[src/rtl/lcd_pkg.sv]
// lcd_pkg: shared types and codes for the lane change decision block
// holds the input and result word layouts carried by the channel interfaces
// no dependencies
package lcd_pkg;

	localparam int unsigned PosW  = 17;
	localparam int unsigned LaneW = 3;

	// op codes of the input word
	localparam logic [1:0] OpEgo     = 2'd0;
	localparam logic [1:0] OpVehicle = 2'd1;
	localparam logic [1:0] OpDecide  = 2'd2;

	// speed action codes of the result word
	localparam logic [1:0] ActHold  = 2'd0;
	localparam logic [1:0] ActAccel = 2'd1;
	localparam logic [1:0] ActDecel = 2'd2;

	// next_state codes of the result word
	localparam logic [1:0] StFollow = 2'd0;
	localparam logic [1:0] StLeft   = 2'd1;
	localparam logic [1:0] StRight  = 2'd2;

	// register indexes and reset values
	localparam logic RegSafetyDistance = 1'b0;
	localparam logic RegStartLane      = 1'b1;
	localparam logic [PosW-1:0]  SafetyDistanceReset = 17'd480;
	localparam logic [LaneW-1:0] StartLaneReset      = 3'd1;

	typedef struct packed {
		logic [1:0]       op;
		logic [LaneW-1:0] lane;
		logic [PosW-1:0]  position;
	} in_word_t;

	typedef struct packed {
		logic [1:0]       next_state;
		logic [LaneW-1:0] target_lane_out;
		logic [1:0]       speed_action;
	} out_word_t;

endpackage

[src/rtl/lcd_in_if.sv]
// lcd_in_if: valid/ready channel carrying one input word
// depends on lcd_pkg for the word layout
interface lcd_in_if;
	logic             valid;
	logic             ready;
	lcd_pkg::in_word_t data;

	modport source (output valid, output data, input ready);
	modport sink   (input valid, input data, output ready);
endinterface

[src/rtl/lcd_out_if.sv]
// lcd_out_if: valid/ready channel carrying one result word
// depends on lcd_pkg for the word layout
interface lcd_out_if;
	logic              valid;
	logic              ready;
	lcd_pkg::out_word_t data;

	modport source (output valid, output data, input ready);
	modport sink   (input valid, input data, output ready);
endinterface

[src/rtl/lane_change_decision_fsm.sv]
// lane_change_decision_fsm: lane change decision machine, top level
// depends on lcd_pkg, lcd_in_if and lcd_out_if
//
// Takes one word per clock on the item channel unless stalled. An ego word
// sets the own lane and position and clears the trackers, a vehicle word
// updates the nearest gap ahead in the own lane and the blocked flags, and
// a decide word runs the follow / change-left / change-right machine and
// gives exactly one result word; ego and vehicle words give none, as does
// the unused op code. Each word is captured in an input register and then
// handled by short logic that updates the trackers and loads the result
// register, so the sustained rate is one word per cycle when nothing stalls,
// and a decide result leaves from the result register. The input register waits only while
// it holds a decide word and the result register still holds a word that
// has not been taken. Configuration writes (safety distance, start lane) are
// meant for an idle block; a start lane write also reloads the target lane.
module lane_change_decision_fsm #(
	parameter int unsigned LANE_COUNT = 3
) (
	input  logic                     clk,
	input  logic                     arst_n,
	lcd_in_if.sink                   item,
	lcd_out_if.source                result,
	input  logic                     wr_en,
	input  logic                     wr_index,
	input  logic [lcd_pkg::PosW-1:0] wr_data
);

	localparam int unsigned PosW   = lcd_pkg::PosW;
	localparam int unsigned LaneW  = lcd_pkg::LaneW;
	// bits needed to index the blocked flags
	localparam int unsigned IdxW   = (LANE_COUNT > 1) ? $clog2(LANE_COUNT) : 1;
	// lane limit one bit wider than a lane so that own_lane + 1 fits
	localparam logic [LaneW:0] LaneLimit = (LaneW + 1)'(LANE_COUNT);

	typedef enum logic [1:0] {
		MODE_FOLLOW = 2'd0,
		MODE_LEFT   = 2'd1,
		MODE_RIGHT  = 2'd2
	} mode_t;

	// input register
	logic              valid_s1;
	lcd_pkg::in_word_t word_s1;

	// block state
	mode_t             mode_q;
	logic [LaneW-1:0]  heading_q;
	logic [LaneW-1:0]  own_lane_q;
	logic [PosW-1:0]   own_pos_q;
	logic              ahead_found_q;
	logic [PosW-1:0]   ahead_gap_q;
	logic [LANE_COUNT-1:0] blocked_q;
	logic [PosW-1:0]   safety_q;

	// result register
	logic              out_valid_q;
	lcd_pkg::out_word_t out_word_q;

	logic              is_decide;
	logic              advance;
	logic              take_item;

	// next-state values from the handled word
	mode_t             mode_d;
	logic [LaneW-1:0]  heading_d;
	logic [1:0]        act_d;

	// vehicle tracking
	logic              veh_in_range;
	logic              veh_behind;
	logic [PosW-1:0]   gap_fwd;
	logic [PosW-1:0]   abs_gap;
	logic              veh_close;
	logic              veh_nearer;

	// neighbor lanes
	logic [LaneW:0]    right_lane;
	logic [LaneW-1:0]  left_lane;
	logic              left_free;
	logic              right_free;
	logic              too_close;

	// the input register moves on unless a decide word meets a full, stalled result
	assign is_decide = (word_s1.op == lcd_pkg::OpDecide);
	assign advance   = !valid_s1 || !is_decide || !out_valid_q || result.ready;
	assign item.ready = !valid_s1 || advance;
	assign take_item  = item.valid && item.ready;

	assign result.valid = out_valid_q;
	assign result.data  = out_word_q;

	// vehicle distance and gap
	assign veh_in_range = ({1'b0, word_s1.lane} < LaneLimit);
	assign veh_behind   = (word_s1.position < own_pos_q);
	assign gap_fwd      = word_s1.position - own_pos_q;
	assign abs_gap      = veh_behind ? (own_pos_q - word_s1.position) : gap_fwd;
	assign veh_close    = (abs_gap <= safety_q);
	assign veh_nearer   = !ahead_found_q || (gap_fwd < ahead_gap_q);

	// lane to the left is own - 1, to the right own + 1
	assign left_lane  = own_lane_q - 3'd1;
	assign right_lane = {1'b0, own_lane_q} + 4'd1;
	assign left_free  = (own_lane_q != '0) && ({1'b0, left_lane} < LaneLimit)
		&& !blocked_q[left_lane[IdxW-1:0]];
	assign right_free = (right_lane < LaneLimit) && !blocked_q[right_lane[IdxW-1:0]];
	assign too_close  = ahead_found_q && (ahead_gap_q != '0) && (ahead_gap_q < safety_q);

	// decision on a decide word
	always_comb begin
		mode_d    = mode_q;
		heading_d = heading_q;
		act_d     = lcd_pkg::ActHold;
		case (mode_q)
			MODE_LEFT, MODE_RIGHT: begin
				// change done once the own lane reaches the target
				if (own_lane_q == heading_q) begin
					mode_d = MODE_FOLLOW;
				end
			end
			default: begin
				if (too_close) begin
					if (left_free) begin
						mode_d    = MODE_LEFT;
						heading_d = left_lane;
					end else if (right_free) begin
						mode_d    = MODE_RIGHT;
						heading_d = right_lane[LaneW-1:0];
					end else begin
						mode_d = MODE_FOLLOW;
						act_d  = lcd_pkg::ActDecel;
					end
				end else begin
					mode_d = MODE_FOLLOW;
					act_d  = lcd_pkg::ActAccel;
				end
			end
		endcase
	end

	// input payload register
	always_ff @(posedge clk) begin
		if (take_item) begin
			word_s1 <= item.data;
		end
	end

	// state, trackers and registered result
	always_ff @(posedge clk or negedge arst_n) begin
		if (!arst_n) begin
			valid_s1      <= 1'b0;
			mode_q        <= MODE_FOLLOW;
			heading_q     <= lcd_pkg::StartLaneReset;
			own_lane_q    <= '0;
			own_pos_q     <= '0;
			ahead_found_q <= 1'b0;
			ahead_gap_q   <= '0;
			blocked_q     <= '0;
			safety_q      <= lcd_pkg::SafetyDistanceReset;
			out_valid_q   <= 1'b0;
			out_word_q    <= '0;
		end else begin
			if (result.ready) begin
				out_valid_q <= 1'b0;
			end
			if (item.ready) begin
				valid_s1 <= item.valid;
			end
			if (wr_en) begin
				case (wr_index)
					lcd_pkg::RegSafetyDistance: safety_q  <= wr_data;
					lcd_pkg::RegStartLane:      heading_q <= wr_data[LaneW-1:0];
					default: ;
				endcase
			end
			if (valid_s1 && advance) begin
				case (word_s1.op)
					lcd_pkg::OpEgo: begin
						own_lane_q    <= word_s1.lane;
						own_pos_q     <= word_s1.position;
						ahead_found_q <= 1'b0;
						ahead_gap_q   <= '0;
						blocked_q     <= '0;
					end
					lcd_pkg::OpVehicle: begin
						if (veh_in_range) begin
							if (veh_close) begin
								blocked_q[word_s1.lane[IdxW-1:0]] <= 1'b1;
							end
							if ((word_s1.lane == own_lane_q) && !veh_behind && veh_nearer) begin
								ahead_found_q <= 1'b1;
								ahead_gap_q   <= gap_fwd;
							end
						end
					end
					lcd_pkg::OpDecide: begin
						mode_q                     <= mode_d;
						heading_q                  <= heading_d;
						out_valid_q                <= 1'b1;
						out_word_q.next_state      <= mode_d;
						out_word_q.target_lane_out <= heading_d;
						out_word_q.speed_action    <= act_d;
					end
					default: ;
				endcase
			end
		end
	end

	// a lane change result never comes with a speed change
	a_change_holds: assert property (@(posedge clk) disable iff (!arst_n)
		result.valid |-> (result.data.next_state == lcd_pkg::StFollow
			|| result.data.speed_action == lcd_pkg::ActHold))
		else $error("lane change result with speed action");

	// only a decide word fills an empty result register
	a_no_spurious: assert property (@(posedge clk) disable iff (!arst_n)
		(valid_s1 && !is_decide && !out_valid_q) |=> !result.valid)
		else $error("result without decide word");

	// the item side stalls only behind a full, stalled result register
	a_stall_cause: assert property (@(posedge clk) disable iff (!arst_n)
		!item.ready |-> (result.valid && !result.ready))
		else $error("item channel stalled without cause");

endmodule

[src/flat_wrapper.sv]
// flat-port wrapper written by rule: the top's interface ports become plain ports
module lane_change_decision_fsm_flat 
#(
	parameter int unsigned LANE_COUNT = 3
)
  (clk, arst_n, wr_en, wr_index, wr_data, item_valid, item_data, item_ready, result_valid, result_data, result_ready);
  lcd_in_if item_i ();
  lcd_out_if result_i ();
  input  logic clk;
  input  logic arst_n;
  input  logic wr_en;
  input  logic wr_index;
  input  logic [lcd_pkg::PosW-1:0] wr_data;
  input wire logic [$bits(item_i.valid)-1:0] item_valid;
  input wire logic [$bits(item_i.data)-1:0] item_data;
  output wire logic [$bits(item_i.ready)-1:0] item_ready;
  output wire logic [$bits(result_i.valid)-1:0] result_valid;
  output wire logic [$bits(result_i.data)-1:0] result_data;
  input wire logic [$bits(result_i.ready)-1:0] result_ready;
  assign item_i.valid = item_valid;
  assign item_i.data = item_data;
  assign item_ready = item_i.ready;
  assign result_valid = result_i.valid;
  assign result_data = result_i.data;
  assign result_i.ready = result_ready;
  lane_change_decision_fsm #(.LANE_COUNT(LANE_COUNT)) u_core (.clk(clk), .arst_n(arst_n), .item(item_i), .result(result_i), .wr_en(wr_en), .wr_index(wr_index), .wr_data(wr_data));
endmodule
[config.mk]
export PLATFORM = sky130hd
export DESIGN_NAME = lane_change_decision_fsm_flat
export DESIGN_NICKNAME = d
export VERILOG_FILES = /design/src/rtl/lcd_pkg.sv /design/src/rtl/lcd_in_if.sv /design/src/rtl/lcd_out_if.sv /design/src/rtl/lane_change_decision_fsm.sv /design/src/flat_wrapper.sv
export SDC_FILE = /design/constraint.sdc
export NUM_CORES = 1
export LEC_CHECK = 0
export ABC_AREA = 0
export BUFFER_PORTS_ARGS = -buffer_cell sky130_fd_sc_hd__buf_2
export CAP_MARGIN = 20
export CELL_PAD_IN_SITES_DETAIL_PLACEMENT = 1
export CELL_PAD_IN_SITES_GLOBAL_PLACEMENT = 2
export CORE_MARGIN = 8
export CORE_UTILIZATION = 25
export CTS_CLUSTER_DIAMETER = 150
export DETAILED_ROUTE_END_ITERATION = 8
export MAX_ROUTING_LAYER = met4
export PLACE_DENSITY_LB_ADDON = 0.12
export SLEW_MARGIN = 20
export SYNTH_ARGS = -nofsm -noshare
export SYNTH_HDL_FRONTEND = slang
export SYNTH_SLANG_ARGS = --single-unit
[constraint.sdc]
create_clock -name clk -period 5.3 [get_ports clk]
set_input_delay 0.53 -clock clk [delete_from_list [all_inputs] [get_ports clk]]
set_output_delay 0.53 -clock clk [all_outputs]
set_load 0.03 [all_outputs]
==> summary.txt, run 1 <==
Global route
  – GRT Overall Usage: 13.69%
  – Number of global-route vias before repair: 6,244
  – Maximum number of pins on one net before global-route repair: 71
  – Number of antenna violations at the first check in global routing: 0
  – Wire length of the first global-routing pass: 34,930 microns
  – Total congestion overflow: 0

Power
  – Overall power after layout: 2.957 mW
  – Sequential share of power: 30.1%
  – Reported leakage power: 3.527 nW
  – Power per Cell Area: 375.5 mW/mm^2
  – Switching portion of total power: 42.73%
  – Sw power: 1.263 mW
  – Peak supply drop: 0.1324 mV
  – Comb pwr share: 47.3%
  – Part of the total power dissipated in the clock network: 22.6%
  – Internal portion of total power: 1.693 mW

Setup path
  – R2R Path End: u_core.ahead_gap_q[15]$_DFFE_PN0P_
  – Critical Path End Type: register
  – Number of cells on the worst reg-to-reg path: 17
  – Highest fanout seen on the critical path: 14
  – Cell with the largest stage delay on the worst path: or3_1
  – Critical R2R Launch: u_core.word_s1[0]$_DFFE_PP_
  – Type of the worst setup path: register to register
  – Arrival time reported for the critical path endpoint: 5170 ps
  – Slowest Stage Delay on Critical Path: 580 ps
  – Worst reg2reg setup slack: 400 ps
  – Worst EP required: 5570 ps
  – Source of the critical timing path: u_core.word_s1[0]$_DFFE_PP_
  – Ordered list of cells on the worst path: inv_1 > ha_1 > inv_1 > fa_1 > a211oi_1 > o21ai_0 > a311o_1 > a211oi_1 > xnor2_1 > ha_1 > a21o_1 > a21o_1 > a21oi_1 > o21ai_1 > or3_1 > or4_1 > a21oi_1
  – Critical path launch point type: register

Floorplanning
  – Site row count: 61
  – Core area: 0.02755 sq mm
  – Die Footprint: 0.03335 sq mm
  – Initial core utilization: 25.19%
  – DIE HEIGHT: 182.6 microns
  – Floorplan die width: 182.6 microns
  – Count of boundary I/O pins: 54

Finish
  – Post-layout util: 28.58%
  – Final antenna diode count: 0
  – Fraction of layout instances using a drive strength above 1: 12.29%
  – Number of standard cells in the layout, taps in and fillers out: 1,200
  – Post-synthesis to final-layout area growth: 13.45%
  – Final-stage net count: 950
  – Final standard cell area without fillers: 0.007874 sq mm

Placement
  – Dpl hpwl: 17,110 microns
  – Quantity of I/O buffers inserted on ports: 53
  – Weighted congestion at the end of routability-driven global placement: 0.8420
  – Dpl cells: 1,184
  – DP Worst Slack: 382.3 ps
  – Placed standard-cell area: 0.007564 sq mm

Worst hold path
  – Worst min-delay path category: input port to asynchronous set/reset pin

Timing
  – Hold Fails Final Rpt: 0
  – Worst hold-check slack: 220.7 ps
  – Smallest setup slack after layout: 402.2 ps
  – Count of pins over their slew limit: 0
  – Slew at the pin with the worst max-slew slack: 731.4 ps
  – Relative slew slack: 51.24%
  – Total setup violations reported at the end of the flow: 0
  – Final setup skew: 18.02 ps
  – Part of the cycle the worst path needs: 92.41%
  – Max Clk Rate: 204.2 MHz
  – Tmin final: 4898 ps
  – Unrepaired setup endpoints after global routing: no
  – Fin Setup TNS: 0 ps

Logic synthesis
  – Mean instance size in the synthesized netlist: 8.921 sq um
  – Synthesized flop and latch total: 92
  – Synthesized instance count: 778
  – Mapped Area: 0.006940 sq mm
  – Share of synthesized flip-flops with an asynchronous set or reset: 76.09%
  – Part of the Yosys area used for sequential elements: 34.85%
  – Count of cell types in the netlist: 72
  – Primary flip-flop cell chosen by synthesis mapping: dfrtp_1
  – Number of enable flip-flop cells after synthesis: 22
  – Ys Warns: 0
  – Total nets after synthesis: 911

Routing
  – Vias post-DR: 5,742
  – Vias per inst: 4.785
  – Number of remaining DRC errors: 0
  – Remaining antenna violation count after routing: 0
  – Total routed wirelength: 21,520 microns
  – Number of DRC markers after the initial detailed-route iteration: 272
  – Number of iterations in the first detailed-routing pass: 4
  – Wire per inst: 17.94 microns

Flow run
  – Count of maximum capacitance violations: 0

CTS
  – Count of instances resized after the clock tree is built: 0
  – Clock-pin slew on the worst setup and hold paths: 70 ps
  – Max Buffers Root-to-Sink: 2
  – Post-CTS Hold Fix Bufs: 0
  – Buffers inserted by post-CTS timing repair: 0
  – Clock latency on the worst-skew pair: 360 ps
  – Root Buffer: clkbuf_16
  – Total clock buffers created by CTS: 9
  – TritonCTS clock tree: yes
  – Sink count of the clock tree: 92
  – H-Tree Depth: 3

Outcome
  – Status: finished, final reports clean
==> logic make-up after synthesis <==
kind of cell	synth area share, %
flops	34.85
buf+inv	7.355
compound gates	21.18
mux	1.749
fa+ha+maj	16.08
simple gates	14.62
xor+xnor	4.164
==> power groups by stage <==
stage	clock network [mW]	registers, mW	logic (mW)
6_report	0.668	0.891	1.40
5_1_grt	0.720	0.906	1.58
4_1_cts	0.700	0.893	1.42
3_5_place_dp	0	0.908	1.41
3_3_place_gp	0	0.902	1.37
2_1_floorplan	0	0.898	0.968
==> worst max path at each step <==
stage	end	slack [ps]	cells after the start
CTS	u_core.ahead_gap_q[15]$_DFFE_PN0P_	350	17
finish	u_core.ahead_gap_q[15]$_DFFE_PN0P_	400	17
floorplan	u_core.ahead_gap_q[7]$_DFFE_PN0P_	1200	18
detailed placement	u_core.ahead_gap_q[15]$_DFFE_PN0P_	380	17
global route	u_core.ahead_gap_q[15]$_DFFE_PN0P_	40	17
global placement	u_core.ahead_gap_q[15]$_DFFE_PN0P_	570	17
==> layout make-up <==
class	count	area (sq um)
fillers	3229	19680
multi-input cells	567	4026
flip-flops and latches	92	2419
well taps	378	473.0
repair buffers	62	339.1
inverters	85	319.1
clock buffers	10	239.0
clock inverters	6	58.81
==> registers in the layout, summed over array words and instances, names as in the netlist <==
signal / cells
u_core.ahead_gap_q: 17
u_core.own_lane_q: 3
u_core.result.data: 5
u_core.blocked_q: 3
u_core.safety_q: 17
u_core.ahead_found_q: 1
u_core.result.valid: 1
u_core.mode_q: 2
u_core.heading_q: 3
u_core.valid_s1: 1
u_core.own_pos_q: 17
u_core.word_s1: 22
==> metal layers <==
metal	GRT usage, %	vias up	part of all wire, %
li1	-	2830	-
met5	-	-	0
met2	21.09	79	45
met3	1.690	27	2.0
met1	18.14	2806	50
met4	5.149	0	2.7
==> Yosys cell counts (all sizes together), types with 5 or more instances <==
master / count / area, sq um
clkbuf: 16 / 60.06
nor2b: 11 / 68.82
o31ai: 6 / 58.81
o21a: 8 / 60.06
nand3: 24 / 125.1
nand2: 76 / 287.8
dfstp: 5 / 131.4
nand2b: 5 / 31.28
a21oi: 61 / 305.3
inv: 85 / 319.1
mux2i: 11 / 110.1
nor3: 18 / 90.09
buf: 18 / 131.4
nor2: 33 / 128.9
ha: 86 / 1076
nand4: 16 / 115.1
edfxtp: 22 / 660.6
a211oi: 9 / 67.56
o21ai: 74 / 370.4
xnor2: 14 / 122.6
a21o: 25 / 196.4
nor4: 6 / 37.54
xor2: 19 / 166.4
dfrtp: 65 / 1627
==> critical path: cells and delay by family, from the launching register on <==
kind                     cells  cell delay, ps
AO/OA/AOI/OAI                9            2040
XOR/XNOR                     1             250
adder cells (fa/ha/maj)      3             930
buffers and inverters        2             130
flip-flops                   1             420
AND/OR/NAND/NOR              2            1060
==> cell usage in the layout, fill, tap and decap left out, types with 5 or more instances in the layout <==
master,synthesis,final
nor3_1,18,18
dfrtp_1,65,65
o21ai_0,73,73
mux2i_1,11,11
nor4_1,6,6
edfxtp_1,22,22
a211oi_1,9,9
o21a_1,8,8
nand4_1,15,15
xor2_1,19,19
clkbuf_16,0,9
nor2_1,31,31
a21o_1,23,23
buf_2,6,52
inv_1,85,85
buf_4,3,9
a21oi_1,61,61
nand2b_1,5,5
nand2_1,75,75
ha_1,86,86
nand3_1,23,23
nor2b_1,11,9
o31ai_1,5,5
xnor2_1,14,14
dfstp_2,5,5
No activity file was read; power rests on OpenSTA's default activity.
==> run 2, diff against run 1 <==
--- a/config.mk
+++ b/config.mk
@@ -11,7 +11,7 @@
 export CELL_PAD_IN_SITES_DETAIL_PLACEMENT = 1
 export CELL_PAD_IN_SITES_GLOBAL_PLACEMENT = 2
 export CORE_MARGIN = 8
-export CORE_UTILIZATION = 25
+export CORE_UTILIZATION = 38
 export CTS_CLUSTER_DIAMETER = 150
 export DETAILED_ROUTE_END_ITERATION = 8
 export MAX_ROUTING_LAYER = met4
==> run 2 against run 1 <==
Critical endpoint unchanged. Final cell count down 13%. Power down 2.2%. Sequential power about the same. Die area down 32%. Critical path type unchanged. Largest cell class unchanged. Non-clock buffer count down 3.
==> summary.txt, run 2 (synthesis gave the netlist of run 1 again) <==
Outcome
  – Status: finished, final reports clean

Finish
  – Register with the most flip-flops: u_core.word_s1
  – Final antenna diode count: 0
  – Post-synthesis to final-layout area growth: 10.06%
  – Final standard cell area without fillers: 0.007639 sq mm
  – Leading cell type in the layout, fill and taps excluded: ha_1
  – Fraction of layout instances using a drive strength above 1: 11.84%
  – Filler Cell Count: 2,109
  – Post-layout util: 42.52%
  – Commonest cells after routing, fill and taps aside: ha_1, inv_1, nand2_1
  – Final-stage net count: 947
  – Number of flip-flops in the largest register: 22

Flow run
  – Count of maximum capacitance violations: 0

Global route
  – Total congestion overflow: 0
  – Number of antenna violations at the first check in global routing: 0
  – GRT Overall Usage: 19.34%
  – Wire length of the first global-routing pass: 33,420 microns
  – Maximum number of pins on one net before global-route repair: 71
  – Number of global-route vias before repair: 6,245

Routing
  – Number of DRC markers after the initial detailed-route iteration: 247
  – Vias per inst: 5.494
  – Vias post-DR: 5,758
  – Total routed wirelength: 20,540 microns
  – Number of iterations in the first detailed-routing pass: 4
  – Remaining antenna violation count after routing: 0
  – Wire per inst: 19.59 microns
  – Number of remaining DRC errors: 0

Setup path
  – Critical path launch point type: register
  – Type of the worst setup path: register to register
  – Number of buffer and inverter instances along the worst setup path: 2
  – Largest delay share family, worst path: compound AO/OA/AOI/OAI gates
  – Highest fanout seen on the critical path: 19
  – Termination of the worst setup path: u_core.ahead_gap_q[15]$_DFFE_PN0P_
  – Worst reg2reg setup slack: 500 ps
  – Worst EP required: 5580 ps
  – Cell with the largest stage delay on the worst path: or3_1
  – Critical Path End Type: register
  – Source of the critical timing path: u_core.word_s1[0]$_DFFE_PP_
  – Total stage count of the critical path: 17
  – Critical R2R Launch: u_core.word_s1[0]$_DFFE_PP_
  – Slowest Stage Delay on Critical Path: 620 ps
  – Number of cells on the worst reg-to-reg path: 17
  – Arrival time reported for the critical path endpoint: 5080 ps
  – R2R Path End: u_core.ahead_gap_q[15]$_DFFE_PN0P_
  – Ordered list of cells on the worst path: inv_1 > ha_1 > inv_1 > fa_1 > a211oi_1 > o21ai_0 > a311o_1 > a211oi_1 > xnor2_1 > ha_1 > a21o_1 > a21o_1 > a21oi_1 > o21ai_1 > or3_1 > or4_1 > a21oi_1

Power
  – Comb pwr share: 47.1%
  – Part of the total power dissipated in the clock network: 22.0%
  – Sw power: 1.212 mW
  – Power per Cell Area: 378.7 mW/mm^2
  – Switching portion of total power: 41.90%
  – Sequential share of power: 30.8%
  – Internal portion of total power: 1.681 mW
  – Reported leakage power: 3.507 nW
  – Overall power after layout: 2.893 mW
  – Peak supply drop: 0.1693 mV

CTS
  – Total clock buffers created by CTS: 9
  – Clock-pin slew on the worst setup and hold paths: 70 ps
  – Count of instances resized after the clock tree is built: 0
  – TritonCTS clock tree: yes
  – H-Tree Depth: 3
  – Max Buffers Root-to-Sink: 2
  – Buffers inserted by post-CTS timing repair: 0
  – Sink count of the clock tree: 92
  – Root Buffer: clkbuf_16
  – Post-CTS Hold Fix Bufs: 0
  – Clock latency on the worst-skew pair: 360 ps

Placement
  – Weighted congestion at the end of routability-driven global placement: 0.8733
  – Quantity of I/O buffers inserted on ports: 53
  – Dpl hpwl: 16,200 microns
  – Placed standard-cell area: 0.007355 sq mm

Timing
  – Unrepaired setup endpoints after global routing: no
  – Hold Fails Final Rpt: 0
  – Total setup violations reported at the end of the flow: 0
  – Slew at the pin with the worst max-slew slack: 1014 ps
  – Count of pins over their slew limit: 0
  – Tmin final: 4797 ps
  – Max Clk Rate: 208.5 MHz
  – Final setup skew: 7.662 ps
  – Relative slew slack: 32.39%
  – Fin Setup TNS: 0 ps
  – Part of the cycle the worst path needs: 90.51%

Floorplanning
  – Count of boundary I/O pins: 54
  – DIE HEIGHT: 151.1 microns
  – Core area: 0.01796 sq mm
  – Initial core utilization: 38.64%
  – Die Footprint: 0.02284 sq mm
  – Floorplan die width: 151.1 microns
  – Site row count: 49

Worst hold path
  – Worst min-delay path category: input port to asynchronous set/reset pin
[run 2: per-stage QoR]
| stage | hold slack [ps] | setup slack (ps) | cells |
|---|---|---|---|
| 5_1_grt | 336.4 | 264.2 | 1048 |
| 6_report | 310.7 | 503.2 | 1048 |
| 3_5_place_dp | 473.8 | 550.1 | 1032 |
| 3_3_place_gp | 456.3 | 715.8 | 1032 |
| 2_1_floorplan | 234.4 | 1199 | 778 |
| 4_1_cts | 333.4 | 526.3 | 1048 |
[run 2: layout make-up]
type,instances,area (sq um),share of cell area (%)
multi-input combinational,567,4023,52.66
clock buffer,11,242.7,3.178
tap,229,286.5,3.751
inverter,85,319.1,4.177
timing repair buffer,59,312.8,4.095
sequential,92,2419,31.66
clock inverter,5,36.28,0.4750
[run 2: power by group through the flow]
stage	Clock (mW)	Sequential [mW]	Combinational (mW)
6_report	0.637	0.892	1.36
5_1_grt	0.676	0.905	1.53
4_1_cts	0.653	0.893	1.37
3_5_place_dp	0	0.907	1.36
3_3_place_gp	0	0.902	1.30
2_1_floorplan	0	0.898	0.968
[run 2: worst min path at each step]
stage,end,cells after the start
global placement,u_core.result.data[3]$_DFFE_PN0P_,1
floorplan,u_core.ahead_found_q$_DFFE_PN0P_,0
detailed placement,u_core.result.data[0]$_DFFE_PN0P_,2
CTS,u_core.word_s1[15]$_DFFE_PP_,1
finish,u_core.safety_q[3]$_DFFE_PN0P_,1
global route,u_core.word_s1[18]$_DFFE_PP_,1
[run 2: per-layer routing]
metal  GRT usage, %  part of all wire [%]
met5              -                     0
met4          5.641                   1.5
met3          1.852                   2.9
met2          32.12                    48
met1          24.61                    47
[run 2: worst register-to-register path, stage by stage (launching register included)]
cell and delay (ps):
edfxtp_1 410, inv_1 80, ha_1 160, inv_1 60, fa_1 440, a211oi_1 320, o21ai_0 210, a311o_1 370
a211oi_1 270, xnor2_1 240, ha_1 320, a21o_1 170, a21o_1 170, a21oi_1 140, o21ai_1 90, or3_1 620
or4_1 490, a21oi_1 140
